File: src/rtl/core/assert_macros.svh
// ----------------------------------------------------------------------------
// assert_macros.svh
// Assertion helpers shared by the core RTL.
// ----------------------------------------------------------------------------
`ifndef ASSERT_MACROS_SVH
`define ASSERT_MACROS_SVH

// Clocked property, disabled while reset is high.
`define KNND_ASSERT(lbl, clk, rst, prop, msg) \
  lbl: assert property (@(posedge clk) disable iff (rst) prop) else $error(msg);

// Antecedent in this cycle implies consequent in the next one.
`define KNND_ASSERT_NEXT(lbl, clk, rst, ante, cons, msg) \
  `KNND_ASSERT(lbl, clk, rst, (ante) |=> (cons), msg)

`endif

File: src/rtl/core/knnd_pkg.sv
// ----------------------------------------------------------------------------
// knnd_pkg
// Types, widths, codes and commands for the top-k nearest neighbor selector.
// ----------------------------------------------------------------------------
package knnd_pkg;

  localparam int MAX_KEEP_DEF = 64;

  localparam int ID_W   = 32;
  localparam int DIST_W = 32;
  localparam int NORM_W = 31;
  localparam int RANK_W = 6;
  localparam int KEEP_W = 7;

  // angular divider: |num| = |dot| << 16, den = (qn * cn >> 16) + 1
  localparam int PROD_W    = 2 * NORM_W;
  localparam int NUM_W     = DIST_W + 16;
  localparam int DEN_W     = PROD_W - 16 + 1;
  localparam int REM_W     = NUM_W;
  localparam int DIV_CNT_W = $clog2(NUM_W);

  localparam logic signed [DIST_W-1:0] DIST_MAX = 32'sh7FFF_FFFF;
  localparam logic signed [DIST_W-1:0] DIST_MIN = 32'sh8000_0000;

  // configuration port
  localparam int CFG_IDX_W  = 1;
  localparam int CFG_DATA_W = KEEP_W;
  localparam logic [CFG_IDX_W-1:0] REG_KEEP_COUNT  = 1'd0;
  localparam logic [CFG_IDX_W-1:0] REG_METRIC_MODE = 1'd1;

  localparam logic [KEEP_W-1:0] KEEP_COUNT_RST = 7'd10;

  typedef struct packed {
    logic [ID_W-1:0]          cand_id;
    logic signed [DIST_W-1:0] dot_product;
    logic [NORM_W-1:0]        candidate_norm;
    logic [NORM_W-1:0]        query_norm;
    logic                     last_cand;
  } cand_t;

  typedef struct packed {
    logic [ID_W-1:0]          out_id;
    logic signed [DIST_W-1:0] out_distance;
    logic [RANK_W-1:0]        rank;
    logic                     filled;
    logic                     last_result;
  } res_t;

  typedef enum logic [2:0] {
    ST_IDLE,
    ST_PREP,
    ST_DEN,
    ST_DIV,
    ST_FIN,
    ST_INSERT,
    ST_EMIT
  } ctrl_state_t;

  typedef struct packed {
    logic load;       // capture the incoming candidate
    logic calc_eu;    // euclidean distance into the distance register
    logic calc_prod;  // norm product and numerator magnitude
    logic calc_den;   // denominator, clear remainder
    logic div_step;   // one quotient bit
    logic div_fin;    // sign and saturate the quotient
    logic insert;     // insert into the sorted list
    logic emit;       // move rank head to the output register, shift list up
  } cmd_t;

  typedef struct packed {
    logic metric_mode;
    logic last_cand;
  } dist_stat_t;

  typedef struct packed {
    logic out_free;
    logic emit_last;
  } list_stat_t;

endpackage

File: src/rtl/core/knnd_ctrl.sv
// ----------------------------------------------------------------------------
// knnd_ctrl
// Sequencer: accept, distance, divide, insert and rank emission.
// ----------------------------------------------------------------------------
module knnd_ctrl (
  input  logic                 clk,
  input  logic                 rst,
  input  logic                 cand_valid,
  output logic                 cand_stall,
  input  knnd_pkg::dist_stat_t dstat,
  input  knnd_pkg::list_stat_t lstat,
  output knnd_pkg::cmd_t       cmd
);

  knnd_pkg::ctrl_state_t state, state_next;
  logic [knnd_pkg::DIV_CNT_W-1:0] div_cnt, div_cnt_next;

  localparam logic [knnd_pkg::DIV_CNT_W-1:0] DIV_LAST =
    knnd_pkg::DIV_CNT_W'(knnd_pkg::NUM_W - 1);

  always_ff @(posedge clk) begin
    if (rst) begin
      state   <= knnd_pkg::ST_IDLE;
      div_cnt <= '0;
    end else begin
      state   <= state_next;
      div_cnt <= div_cnt_next;
    end
  end

  always_comb begin
    state_next   = state;
    div_cnt_next = div_cnt;
    cmd          = '0;
    cand_stall   = 1'b1;
    unique case (state)
      knnd_pkg::ST_IDLE: begin
        cand_stall = 1'b0;
        if (cand_valid) begin
          cmd.load   = 1'b1;
          state_next = knnd_pkg::ST_PREP;
        end
      end
      knnd_pkg::ST_PREP: begin
        if (dstat.metric_mode) begin
          cmd.calc_prod = 1'b1;
          state_next    = knnd_pkg::ST_DEN;
        end else begin
          cmd.calc_eu = 1'b1;
          state_next  = knnd_pkg::ST_INSERT;
        end
      end
      knnd_pkg::ST_DEN: begin
        cmd.calc_den = 1'b1;
        div_cnt_next = '0;
        state_next   = knnd_pkg::ST_DIV;
      end
      knnd_pkg::ST_DIV: begin
        cmd.div_step = 1'b1;
        div_cnt_next = div_cnt + 1'b1;
        if (div_cnt == DIV_LAST) state_next = knnd_pkg::ST_FIN;
      end
      knnd_pkg::ST_FIN: begin
        cmd.div_fin = 1'b1;
        state_next  = knnd_pkg::ST_INSERT;
      end
      knnd_pkg::ST_INSERT: begin
        cmd.insert = 1'b1;
        state_next = dstat.last_cand ? knnd_pkg::ST_EMIT : knnd_pkg::ST_IDLE;
      end
      knnd_pkg::ST_EMIT: begin
        if (lstat.out_free) begin
          cmd.emit = 1'b1;
          if (lstat.emit_last) state_next = knnd_pkg::ST_IDLE;
        end
      end
      default: state_next = knnd_pkg::ST_IDLE;
    endcase
  end

endmodule

File: config.mk
export PLATFORM = sky130hd
export DESIGN_NAME = knnd_ctrl
export DESIGN_NICKNAME = d
export VERILOG_FILES = /design/src/rtl/core/assert_macros.svh /design/src/rtl/core/knnd_pkg.sv /design/src/rtl/core/knnd_ctrl.sv
export SDC_FILE = /design/constraint.sdc
export NUM_CORES = 1
export LEC_CHECK = 0
export BUFFER_PORTS_ARGS = -buffer_cell sky130_fd_sc_hd__buf_2
export CORE_AREA = 2 2 39 41
export DETAILED_ROUTE_END_ITERATION = 7
export DIE_AREA = 0 0 41 43
export HOLD_SLACK_MARGIN = 0.02
export MAX_ROUTING_LAYER = met4
export PLACE_DENSITY_LB_ADDON = 0.08
export RECOVER_POWER = 100
export SLEW_MARGIN = 20
export SYNTH_ARGS = -nofsm -noshare
export SYNTH_HDL_FRONTEND = slang
export SYNTH_SLANG_ARGS = --single-unit
File: constraint.sdc
create_clock -name clk -period 2.61 [get_ports clk]
set_clock_uncertainty 0.05 [all_clocks]
set_input_delay 0.3915 -clock clk [delete_from_list [all_inputs] [get_ports clk]]
set_output_delay 0.3915 -clock clk [all_outputs]
set_load 0.03 [all_outputs]
# Yosys cells after proc, flatten, opt, wreduce, memory -nomap -nowiden
# Cells that the tools add are included.
[op_classes]
add_sub_neg = 1
n_eq_ne = 11
n_mux = 20
n_reduce_logical = 3
[op_table]
columns = ["operator", "n"]
rows = [
  ["$pmux W3 S7", 1],
  ["$mux W3", 6],
  ["$pmux W6 S2", 1],
  ["$mux W1", 11],
  ["$eq A3 B3 Y1 const B", 3],
  ["$ne A2 B2 Y1 const B", 4],
  ["$add A6 B1 Y6 const B", 1],
  ["$eq A3 B2 Y1 const B", 2],
  ["$eq A6 B6 Y1 const B", 1],
  ["$reduce_and A4 Y1", 1],
  ["$eq A3 B1 Y1 const B", 1],
  ["$logic_not A3 Y1", 1],
  ["$mux W2", 1],
  ["$reduce_bool A2 Y1", 1],
]
[totals]
reg_bits = 9
inputBits = 7
output_inout_bits = 9

# Logic depth before layout (Yosys ltp)
[depth]
word_depth = 3
ltp_mapped = 5
depth_no_buf = 5

# Worst setup path after synthesis
# No wires, ideal clock.
[synth_path]
path_type = "reg-to-output"
from = "register state[2]"
to = "output port cmd[7] in the netlist's numbering"
t_arrival_ns = 1.439
required_ns = 2.169
path_slack_ns = 0.729
stages_incl_launch_ff = 4
path_cell_list = "dfxtp_1 buf_2 or3_1 nor2_1"
[synth_lines]
columns = ["item", "line", "rtl"]
rows = [
  ["start, declared", "knnd_ctrl.sv:15", "knnd_pkg::ctrl_state_t state, state_next;"],
  ["start signal, assigned", "knnd_ctrl.sv:23", "state <= knnd_pkg::ST_IDLE;"],
  ["start signal, assigned", "knnd_ctrl.sv:26", "state <= state_next;"],
  ["end, declared", "knnd_ctrl.sv:12", "output knnd_pkg::cmd_t cmd"],
]

==> impl_metrics.csv <==
group,metric,value,unit
global_route,antenna_found_initial,0,
finish,fin_nets,97,
sta,finalHoldViolCount,0,
cts,hold_buffers,0,
drt,ant_nets,0,
drt,first_iter_violations,7,
cts,clock_latency,260,ps
power,powerDensity,592,nW/um^2
worst_setup_path,cp.arrival,1650,ps
sta,relSlewSlack,71.5,%
synthesis,synth_seq_area_share,31.6,%
synthesis,yosysMostFrequentCell,"nor2_1",
finish,antenna_cells,0,
synthesis,ys_top_cells_by_count,"10 x nor2_1, 9 x dfxtp_1, 8 x a21oi_1",
cts,clockBufferDepth,2,
drt,drt-total-wl,1.24,mm
worst_setup_path,max_stage_delay,580,ps
cts,cts_root_buf,"clkbuf_4",
synthesis,synth_edf_count,0,
sta,fin_crit_sh,80.2,%
power,peakVddDrop,0.000268,V
sta,hold_ws,391,ps
sta,slew_violations,0,
cts,cts_tree,"built",
global_route,grt_start_max_net_pins,14,
global_route,overflow,0,
cts,clock-sinks,9,
worst_setup_path,start_kind,"flip-flop",
outcome,status,"complete, no violations",
drt,viasPerCell,5.27,
worst_setup_path,rrSetupSlack,1000,ps
flow_run,maxCapViolations,0,
synthesis,yosysUniqueCellTypes,31,
cts,clk_pin_slew,60,ps
cts,h-tree-depth,1,
global_route,grt_use_total,17.3,%
synthesis,synth_top_area_share,31.6,%
cts,numCtsBuffers,3,
die,num_rows,14,
sta,fmax,0.478,GHz
sta,rsz0062_at_grt,"false",
synthesis,synth_cells,74,
synthesis,async_reset_ff_share,0,%
place,routabilityCongestion,0.748,
cts,post_cts_buffers,0,
global_route,grt_pass1_vias,489,
die,initial_core_util,41.2,%
finish,drive_gt1_share,10.2,%
synthesis,synth-main-ff-cell,"dfxtp_1",
synthesis,synth.largest_area_cell,"dfxtp_1",
synthesis,ys_seq_elements,9,
worst_setup_path,crit_type,"flip-flop to output pin",
drt,vias,548,
synthesis,ys_warn_count,0,
sta,fin_setup_tns,0,ps
drt,drcViolationCount,0,
die,ios,16,
worst_setup_path,cp_cell_sequence,"nand2b_1 > nor3_1 > clkbuf_1",
die,die_h,43,um
finish,area_growth,11.4,%
hold_path,holdCritPathClass,"input pin to flip-flop",
sta,worst_pin_slew,426,ps
worst_setup_path,slowest_stage,"dfxtp_1",
die,die_w,41,um
drt,wire_per_inst,11.9,um
synthesis,yosys-top-cells-area,"dfxtp_1 32%, a21oi_1 7.0%, nor2_1 6.6%",
synthesis,avgSynthCellArea,7.71,um^2
drt,drtPass1Iterations,4,
synthesis,synth_area,571,um^2
worst_setup_path,path_buf_inv,1,
synthesis,syn_nets,82,
worst_setup_path,endpoint_kind,"output pin",
finish,fillCellCount,161,
worst_setup_path,cp_max_fo,13,
die,core_area,1380,um^2
place,dp_hpwl,870,um
power,p_leak,0.239,nW
worst_setup_path,cp.required,2170,ps
cts,cts.repair.resized,0,
worst_setup_path,cp_top_family,"flip-flops",
sta,period_needed,2090,ps
global_route,grt_pass1_wl,1.99,mm
die,die_area,1760,um^2
sta,setup_violations,0,
place,io_buffer_count,15,
-- layout make-up --
| type | count | area [um^2] | area share, % |
|---|---|---|---|
| tap | 16 | 20.0 | 3.15 |
| timing repair buffer | 15 | 63.8 | 10.0 |
| sequential | 9 | 180 | 28.3 |
| inverter | 4 | 15.0 | 2.36 |
| clock buffer | 4 | 26.3 | 4.13 |
| multi-input combinational | 56 | 330 | 52.0 |
-- logic make-up (layout without fill, tap and decap cells) --
family | Yosys count | after routing | share of synthesized area [%]
adders and majority gates | 1 | 1 | 2.19
muxes | 1 | 1 | 1.75
buffers and inverters | 9 | 23 | 8.33
and+or+nand+nor | 35 | 35 | 35.3
AOI/OAI and AO/OA | 19 | 19 | 20.8
DFF | 9 | 9 | 31.6
-- sequential cells by signal, summed over array words and instances (netlist names) --
| register | flops |
|---|---|
| div_cnt | 6 |
| state | 3 |
-- cell usage in the layout, fill, tap and decap left out, drive strengths merged, types with 2 or more instances in the layout --
master	netlist	final
inv	4	4
buf	5	6
a21oi	8	8
nor2	10	10
o21ai	3	3
nand2	4	4
dfxtp	9	9
nor2b	3	3
nor3	4	4
a21o	2	2
nand2b	2	2
nand3	2	2
o21a	2	2
nor3b	2	2
clkbuf	0	13
-- final timing paths --
kind,startpoint,end,cells past startpoint
worst max-delay path,state[0],cmd[6],3
worst min-delay path,rst,div_cnt[2],2
worst min register to register,div_cnt[5],div_cnt[5],2
worst max register to register,state[0],div_cnt[5],3
-- layer usage --
layer	vias to the layer above	global-route usage, %	routed length, um
met5	-	-	0
met4	0	10.0	21
met3	2	4.71	85
met2	16	25.6	559
met1	243	20.1	576
li1	287	-	-
-- metrics by stage --
stage	util, %	worst slack, ps	total power [W]	area [um^2]	instances
after global placement	45.8	817	0.000278	633	100
after floorplan	-	729	0.000255	571	74
after detailed placement	45.8	868	0.000277	633	100
after global routing	45.9	397	0.000402	636	104
after CTS	47.6	571	0.000389	659	104
final	45.9	516	0.000376	636	104
-- report_power, final --
group | switching, W | internal (W)
registers | 0.0000198 | 0.000144
logic | 0.0000672 | 0.0000334
clock network | 0.0000519 | 0.0000591
total | 0.000139 | 0.000237
Power figures use the tool's default switching activity.
