### src/rtl/core/assert_macros.svh
// ----------------------------------------------------------------------------
// assert_macros.svh
// Assertion helpers shared by the core RTL.
// ----------------------------------------------------------------------------
`ifndef ASSERT_MACROS_SVH
`define ASSERT_MACROS_SVH

// Clocked property, disabled while reset is high.
`define KNND_ASSERT(lbl, clk, rst, prop, msg) \
  lbl: assert property (@(posedge clk) disable iff (rst) prop) else $error(msg);

// Antecedent in this cycle implies consequent in the next one.
`define KNND_ASSERT_NEXT(lbl, clk, rst, ante, cons, msg) \
  `KNND_ASSERT(lbl, clk, rst, (ante) |=> (cons), msg)

`endif

### src/rtl/core/knnd_pkg.sv
// ----------------------------------------------------------------------------
// knnd_pkg
// Types, widths, codes and commands for the top-k nearest neighbor selector.
// ----------------------------------------------------------------------------
package knnd_pkg;

  localparam int MAX_KEEP_DEF = 64;

  localparam int ID_W   = 32;
  localparam int DIST_W = 32;
  localparam int NORM_W = 31;
  localparam int RANK_W = 6;
  localparam int KEEP_W = 7;

  // angular divider: |num| = |dot| << 16, den = (qn * cn >> 16) + 1
  localparam int PROD_W    = 2 * NORM_W;
  localparam int NUM_W     = DIST_W + 16;
  localparam int DEN_W     = PROD_W - 16 + 1;
  localparam int REM_W     = NUM_W;
  localparam int DIV_CNT_W = $clog2(NUM_W);

  localparam logic signed [DIST_W-1:0] DIST_MAX = 32'sh7FFF_FFFF;
  localparam logic signed [DIST_W-1:0] DIST_MIN = 32'sh8000_0000;

  // configuration port
  localparam int CFG_IDX_W  = 1;
  localparam int CFG_DATA_W = KEEP_W;
  localparam logic [CFG_IDX_W-1:0] REG_KEEP_COUNT  = 1'd0;
  localparam logic [CFG_IDX_W-1:0] REG_METRIC_MODE = 1'd1;

  localparam logic [KEEP_W-1:0] KEEP_COUNT_RST = 7'd10;

  typedef struct packed {
    logic [ID_W-1:0]          cand_id;
    logic signed [DIST_W-1:0] dot_product;
    logic [NORM_W-1:0]        candidate_norm;
    logic [NORM_W-1:0]        query_norm;
    logic                     last_cand;
  } cand_t;

  typedef struct packed {
    logic [ID_W-1:0]          out_id;
    logic signed [DIST_W-1:0] out_distance;
    logic [RANK_W-1:0]        rank;
    logic                     filled;
    logic                     last_result;
  } res_t;

  typedef enum logic [2:0] {
    ST_IDLE,
    ST_PREP,
    ST_DEN,
    ST_DIV,
    ST_FIN,
    ST_INSERT,
    ST_EMIT
  } ctrl_state_t;

  typedef struct packed {
    logic load;       // capture the incoming candidate
    logic calc_eu;    // euclidean distance into the distance register
    logic calc_prod;  // norm product and numerator magnitude
    logic calc_den;   // denominator, clear remainder
    logic div_step;   // one quotient bit
    logic div_fin;    // sign and saturate the quotient
    logic insert;     // insert into the sorted list
    logic emit;       // move rank head to the output register, shift list up
  } cmd_t;

  typedef struct packed {
    logic metric_mode;
    logic last_cand;
  } dist_stat_t;

  typedef struct packed {
    logic out_free;
    logic emit_last;
  } list_stat_t;

endpackage

### src/rtl/core/knnd_dist.sv
// ----------------------------------------------------------------------------
// knnd_dist
// Distance datapath: euclidean sum or angular quotient with a bit-serial
// restoring divider, saturated to signed Q16.16.
// ----------------------------------------------------------------------------
module knnd_dist (
  input  logic                                 clk,
  input  logic                                 rst,
  input  knnd_pkg::cand_t                      cand,
  input  knnd_pkg::cmd_t                       cmd,
  input  logic                                 cfg_we,
  input  logic [knnd_pkg::CFG_IDX_W-1:0]       cfg_index,
  input  logic [knnd_pkg::CFG_DATA_W-1:0]      cfg_data,
  output logic signed [knnd_pkg::DIST_W-1:0]   cand_dist,
  output logic [knnd_pkg::ID_W-1:0]            cand_id,
  output knnd_pkg::dist_stat_t                 stat
);

  knnd_pkg::cand_t                 item;
  logic                            metric_mode;
  logic [knnd_pkg::PROD_W-1:0]     prod;
  logic [knnd_pkg::DEN_W-1:0]      den;
  logic [knnd_pkg::NUM_W-1:0]      quo;
  logic [knnd_pkg::REM_W-1:0]      rem;
  logic                            neg;

  logic signed [knnd_pkg::DIST_W+1:0] eu_sum;
  logic signed [knnd_pkg::DIST_W-1:0] eu_sat;
  logic [knnd_pkg::DIST_W-1:0]        dot_u;
  logic [knnd_pkg::DIST_W-1:0]        dot_mag;
  logic [knnd_pkg::REM_W-1:0]         trial;
  logic                               trial_ge;
  logic signed [knnd_pkg::DIST_W-1:0] quo_sat;

  // qn + cn - dot fits in 34 bits signed
  assign eu_sum = $signed({3'b000, item.query_norm})
                + $signed({3'b000, item.candidate_norm})
                - (knnd_pkg::DIST_W+2)'(item.dot_product);

  always_comb begin
    if (eu_sum > (knnd_pkg::DIST_W+2)'(knnd_pkg::DIST_MAX))
      eu_sat = knnd_pkg::DIST_MAX;
    else if (eu_sum < (knnd_pkg::DIST_W+2)'(knnd_pkg::DIST_MIN))
      eu_sat = knnd_pkg::DIST_MIN;
    else
      eu_sat = eu_sum[knnd_pkg::DIST_W-1:0];
  end

  assign dot_u   = item.dot_product;
  assign dot_mag = dot_u[knnd_pkg::DIST_W-1] ? (~dot_u + 1'b1) : dot_u;

  // remainder stays below den, so its top bit is always clear
  assign trial    = {rem[knnd_pkg::REM_W-2:0], quo[knnd_pkg::NUM_W-1]};
  assign trial_ge = trial >= knnd_pkg::REM_W'(den);

  always_comb begin
    if (neg) begin
      if (quo > knnd_pkg::NUM_W'(48'h8000_0000))
        quo_sat = knnd_pkg::DIST_MIN;
      else
        quo_sat = ~quo[knnd_pkg::DIST_W-1:0] + 1'b1;
    end else begin
      if (quo > knnd_pkg::NUM_W'(48'h7FFF_FFFF))
        quo_sat = knnd_pkg::DIST_MAX;
      else
        quo_sat = quo[knnd_pkg::DIST_W-1:0];
    end
  end

  always_ff @(posedge clk) begin
    if (rst) begin
      metric_mode <= 1'b0;
    end else if (cfg_we && cfg_index == knnd_pkg::REG_METRIC_MODE) begin
      metric_mode <= cfg_data[0];
    end
  end

  always_ff @(posedge clk) begin
    if (cmd.load) item <= cand;
    if (cmd.calc_eu) cand_dist <= eu_sat;
    if (cmd.calc_prod) begin
      prod <= knnd_pkg::PROD_W'(item.query_norm) * knnd_pkg::PROD_W'(item.candidate_norm);
      quo  <= {dot_mag, 16'h0000};
      // quotient is negative when the dot product is positive
      neg  <= !dot_u[knnd_pkg::DIST_W-1] && (dot_u != '0);
    end
    if (cmd.calc_den) begin
      den <= knnd_pkg::DEN_W'(prod[knnd_pkg::PROD_W-1:16]) + 1'b1;
      rem <= '0;
    end
    if (cmd.div_step) begin
      rem <= trial_ge ? (trial - knnd_pkg::REM_W'(den)) : trial;
      quo <= {quo[knnd_pkg::NUM_W-2:0], trial_ge};
    end
    if (cmd.div_fin) cand_dist <= quo_sat;
  end

  assign cand_id          = item.cand_id;
  assign stat.metric_mode = metric_mode;
  assign stat.last_cand   = item.last_cand;

endmodule

### config.mk
export PLATFORM = sky130hd
export DESIGN_NAME = knnd_dist
export DESIGN_NICKNAME = d
export VERILOG_FILES = /design/src/rtl/core/assert_macros.svh /design/src/rtl/core/knnd_pkg.sv /design/src/rtl/core/knnd_dist.sv
export SDC_FILE = /design/constraint.sdc
export NUM_CORES = 2
export LEC_CHECK = 0
export ABC_AREA = 1
export ABC_CLOCK_PERIOD_IN_PS = 7650
export BUFFER_PORTS_ARGS = -buffer_cell sky130_fd_sc_hd__buf_2
export CELL_PAD_IN_SITES_DETAIL_PLACEMENT = 1
export CELL_PAD_IN_SITES_GLOBAL_PLACEMENT = 2
export CORE_MARGIN = 2
export CORE_UTILIZATION = 40
export CTS_BUF_LIST = sky130_fd_sc_hd__clkbuf_8
export DETAILED_ROUTE_END_ITERATION = 10
export GPL_TIMING_DRIVEN = 1
export PLACE_DENSITY_LB_ADDON = 0.1
export SYNTH_ARGS = -nofsm -noshare
export SYNTH_HDL_FRONTEND = slang
export SYNTH_SLANG_ARGS = --single-unit
export TNS_END_PERCENT = 50
### constraint.sdc
create_clock -name clk -period 7.65 [get_ports clk]
set_clock_uncertainty 0.1 [all_clocks]
set_input_delay 0.3825 -clock clk [delete_from_list [all_inputs] [get_ports clk]]
set_output_delay 0.3825 -clock clk [all_outputs]
set_load 0.05 [all_outputs]
# After elaboration in Yosys (flattened, before gate mapping)
# Index checks and enable logic that the tools add are counted.
# totals
elab_cells,46
ram_bits,0
output_inout_bits,66
mem_bits_ro,0
n_memories,0
latch_bits,0
register_bits,365
# op_classes
div,0
bitwise,2
shifts,0
n_mux,13
multipliers,1
n_lt_le_gt_ge,5
n_eq_ne,0
n_addsub,6
n_reduce_logical,7
# op_table
cell,count
32-bit 2-to-1 mux,8
47-bit 2-to-1 mux,3
48-bit 2-to-1 mux,2
32-bit by 1-bit adder with 32-bit output (second input constant),2
32-bit inverter,2
31-bit by 31-bit multiplier with 62-bit output,1
48-bit by 47-bit greater-or-equal comparator with 1-bit output,1
48-bit by 31-bit > comparator with 1-bit output (second input constant),1
48-bit by 32-bit > comparator with 1-bit output (second input constant),1
46-bit by 1-bit adder with 47-bit output (second input constant),1
47-bit subtractor,1
34-bit by 32-bit > comparator with 1-bit output (second input constant),1
34-bit by 32-bit < comparator with 1-bit output (second input constant),1
33-bit by 32-bit subtractor with 34-bit output,1
31-bit by 31-bit adder with 32-bit output,1
32-bit nonzero test,1
2-bit nonzero test,3
1-bit logical AND,2
1-bit zero test,1

# Longest topological paths before layout
# logic_depth
depth_word,7
depth_mapped,32
depth_no_buf,31

# Least setup slack after synthesis
# No wires, ideal clock.
# synth_path
path_kind,reg-to-reg
start,register item[27] in the netlist's numbering
end,register prod[51] in the netlist's numbering (data pin)
period_less_slack_ps,6876
arrival_ps,6524
required_ps,7298
stages_incl_launch_ff,28
setup_slack_ps,774
path_buffers,1
cell_sequence,edfxtp_1 -> clkbuf_1 -> nand2_1 -> fa_1 -> inv_1 -> fa_1 -> inv_1 -> fa_1 -> inv_1 -> fa_1 -> inv_1 -> fa_1 -> inv_1 -> fa_1 -> fa_1 -> inv_1 -> fa_1 -> inv_1 -> ha_1 -> a21o_1 -> a21oi_1 -> inv_1 -> a21oi_1 -> o21ai_0 -> a221oi_1 -> nand2_1 -> nand2_1 -> nand2_1
# synth_between
elab_chain_cells,1
# synth_rtl
item,line_no,rtl
from (decl),knnd_dist.sv:19,knnd_pkg::cand_t item;
from (signal assigned),knnd_dist.sv:79,if (cmd.load) item <= cand;
31-bit by 31-bit multiplier with 62-bit output,knnd_dist.sv:82,prod <= knnd_pkg::PROD_W'(item.query_norm) * knnd_pkg::PROD_W'(item.candidate_norm);
to (signal assigned),knnd_dist.sv:82,
to (decl),knnd_dist.sv:21,logic [knnd_pkg::PROD_W-1:0] prod;
# No other way between the ends.
# A chain may end at the register's enable or synchronous reset.

# Final worst setup path
# layout_path
start,register item[16] in the netlist's numbering
end,register prod[48] in the netlist's numbering (data pin)
# The elaborated chain is that of the path after synthesis.

==> impl_metrics.toml <==
[run_status]
status = "finished clean"

[route]
drc = 0
firstDrtPassIters = 7
wl_mm = 191
postRouteAntennaNets = 0
drtIter0Drc = 2602
wl_per_cell_um = 21.1
via_per_inst = 5.02
num_vias = 45500

[floorplan]
coreArea_sq_mm = 0.136
start_util = 0.404
die_x_um = 374
die_height_um = 374
dieArea_sq_mm = 0.140
io_pins = 212
rows = 135

[synth]
synth_area_leaders = "fa_1, edfxtp_1, inv_1, nand2_1, ha_1"
syn-num-nets = 8242
syn_inst = 6890
yosysSeqAreaShare = 0.191
synth_compound_area_frac = 0.0676
synth-simple-area-share = 0.177
ys_async_sr_fraction = 0
synth_xor_area_frac = 0.0316
netlist_area_sq_mm = 0.0548
avgSynthCellArea_sq_um = 7.96
ys_ff_latch = 349
netlist.area_leader.share = 0.306
synthMuxAreaShare = 0
ys_warn_count = 0
synth.distinct_cells = 56
synth_fa_ha_area_frac = 0.390
synth_top_family_by_area = "adder cells"
synth_edf_count = 348
synthFlopType = "edfxtp_1"
synth_top_area_cell = "fa_1"

[clock_tree]
htree_num_levels = 3
clkLatencyLatePin_ns = 0.79
cts.reportedPaths.clkPinSlew_ns = 0.06
cts_made_buffers = 70
clock-sinks = 349
cts_tree = "yes"
cts_root_buffer = "clkbuf_8"
clock_path_buffers = 3

[timing]
fin_crit_sh = 0.971
rsz0062_at_grt = "yes"
fin_ws_ns = 0.219
slew_headroom = 0.216
fmax_mhz = 135
finalSetupTns_ns = 0
finalSetupViolations = 0
hold_viol = 0
maxSlewViolCount = 0
period_minus_slack_ns = 7.43
worst_pin_slew_ns = 1.18

[global_routing]
grt.met1_usage = 0.367
met2_usage = 0.481
antenna_found_initial = 1
overflow = 0
grt.busiest_layer = "met2"
grt_pass1_vias = 50300
use_met3 = 0.0287
grt_pass1_wl_mm = 296
grtUsageTotal = 0.277
grt_max_degree = 88

[cells_and_area]
nets = 8566
multi_input_area_sq_mm = 0.0367
regArea_sq_mm = 0.0105
final_layout_size_suffix_gt1_frac = 0.0779
area_delta_synth_final_pct = 12.6
fillers = 16500

[placement]
io_buffers = 203
hpwl_mm = 156
dp_slack_ns = 0.0213
gp_congestion = 0.894

[min_path]
hold_class = "in -> reg"

[worst_setup_path]
crit_chain = "buf_12 > ha_1 > fa_1 > fa_1 > inv_1 > fa_1 > fa_1 > inv_1 > fa_1 > fa_1 > fa_1 > fa_1 > ha_1 > buf_4 > nand2_1 > nor2_1 > inv_1 > nor2_1 > inv_1 > o21ai_0 > nand2_1 > nand3_1 > xor2_1"
critPathBufInv = 6
crit_top_cell = "fa_1"
critPathKind = "reg -> reg"
cpLargestDelayFamily = "adder cells"
cpPeakStageDelay_ns = 0.68
crit_arrival_ns = 7.88
critPathMaxFanout = 31
cp-start-kind = "flop"
endpoint_kind = "flop"
critPathRequiredTime_ns = 8.10
crit_slowest_cell = "fa_1"

[job]
maxCapViolations = 0
## sequential cells by signal (all words and copies together) (netlist names), 32 cells and up
| register | flops |
|---|---|
| dot_u | 32 |
| quo | 48 |
| prod | 46 |
| item | 62 |
| den | 47 |
| cand_dist | 32 |
| rem | 47 |
| cand_id | 32 |
## metrics by stage
step / instance area, sq um / util / cells / hold slack (ns)
after floorplan: 54800 / - / 6890 / 0.333
after global placement: 58800 / 0.433 / 8778 / 0.339
after detailed placement: 58800 / 0.433 / 8778 / 0.352
after CTS: 61400 / 0.452 / 9035 / 0.0647
after global routing: 61700 / 0.455 / 9050 / 0.0953
final: 61700 / 0.455 / 9053 / 0.111
## cells in the mapped netlist (3+ instances only)
| library cell | number |
|---|---|
| a21boi_0 | 10 |
| a21o_1 | 28 |
| a21oi_1 | 279 |
| a221oi_1 | 3 |
| a31o_2 | 4 |
| a31oi_1 | 20 |
| and2_1 | 3 |
| buf_1 | 8 |
| buf_2 | 12 |
| buf_4 | 34 |
| clkbuf_1 | 211 |
| edfxtp_1 | 348 |
| fa_1 | 838 |
| ha_1 | 368 |
| inv_1 | 1771 |
| nand2_1 | 1708 |
| nand3_1 | 144 |
| nand3b_1 | 9 |
| nand4_1 | 55 |
| nor2_1 | 403 |
| nor3_1 | 59 |
| nor4_1 | 26 |
| o211ai_1 | 12 |
| o21a_1 | 14 |
| o21ai_0 | 248 |
| o21ai_2 | 20 |
| o21bai_1 | 14 |
| o31ai_1 | 3 |
| or2_2 | 6 |
| xnor2_1 | 52 |
| xor2_1 | 146 |
## cell usage in the layout, fill, tap and decap left out, types with 47 or more instances in the layout
master         Yosys  final
dlygate4sd3_1      0    129
nand3_1          144    143
xnor2_1           52     52
nor2_1           403    396
inv_1           1771   1789
nand4_1           55     55
nor3_1            59     55
ha_1             368    360
edfxtp_1         348    348
buf_2             12    202
a21oi_1          279    272
o21ai_0          248    239
buf_4             34    135
clkbuf_8           0     71
buf_12             0     47
fa_1             838    837
xor2_1           146    145
nand2_1         1708   1707
## per-layer routing
layer / up-vias / wire, um
met2: 819 / 94700
met5: - / 0
li1: 21300 / -
met4: 0 / 4710
met1: 23200 / 85000
met3: 202 / 6530
## what timing repair did
item / 4_1_cts / 5_1_grt
endpoints found under the hold margin: 128 / 0
setup endpoints to repair: 2 / 30
hold buffers: 129 / 0
gates resized for setup: 0 / 50
pin swaps: 0 / 1
buffers inserted: 2 / 13
gates cloned: 0 / 1
## path summary, 6_finish.rpt
path | startpoint | to | slack, ns | cells past startpoint
setup / recovery | item[16]$_DFFE_PP_ | prod[48]$_DFFE_PP_ | 0.22 | 23
hold / removal | cmd[7] | cand_id[10]$_DFFE_PP_ | 0.11 | 1
setup reg to reg | item[16]$_DFFE_PP_ | prod[48]$_DFFE_PP_ | 0.22 | 23
hold reg to reg | quo[40]$_DFFE_PP_ | quo[41]$_DFFE_PP_ | 0.45 | 2
## worst register-to-register path, stage by stage, from the launching register on
cell and delay [ns]:
edfxtp_1 0.41, buf_12 0.20, ha_1 0.32, fa_1 0.48
fa_1 0.53, inv_1 0.05, fa_1 0.46, fa_1 0.52
inv_1 0.06, fa_1 0.56, fa_1 0.43, fa_1 0.68
fa_1 0.52, ha_1 0.35, buf_4 0.16, nand2_1 0.10
nor2_1 0.12, inv_1 0.09, nor2_1 0.19, inv_1 0.08
o21ai_0 0.24, nand2_1 0.09, nand3_1 0.18, xor2_1 0.29
## cell type report
type | instances | share of cell area
Timing Repair Buffer | 521 | 0.0706
Tap cell | 1781 | 0.0361
Antenna cell | 4 | 0.000162
Inverter | 1773 | 0.108
Sequential cell | 349 | 0.170
Clock inverter | 55 | 0.00582
Multi-Input combinational cell | 4499 | 0.594
Clock buffer | 71 | 0.0158
## cell families after synthesis
kind of cell | count (synthesis)
AOI/OAI and AO/OA | 666
xor gates and xnor gates | 198
buffers and inverters | 2042
and+or+nand+nor | 2429
adders and majority gates | 1206
DFF | 349
Power is not shown: default switching activity piles up to over one toggle a cycle in this logic, so the estimate is an artifact.
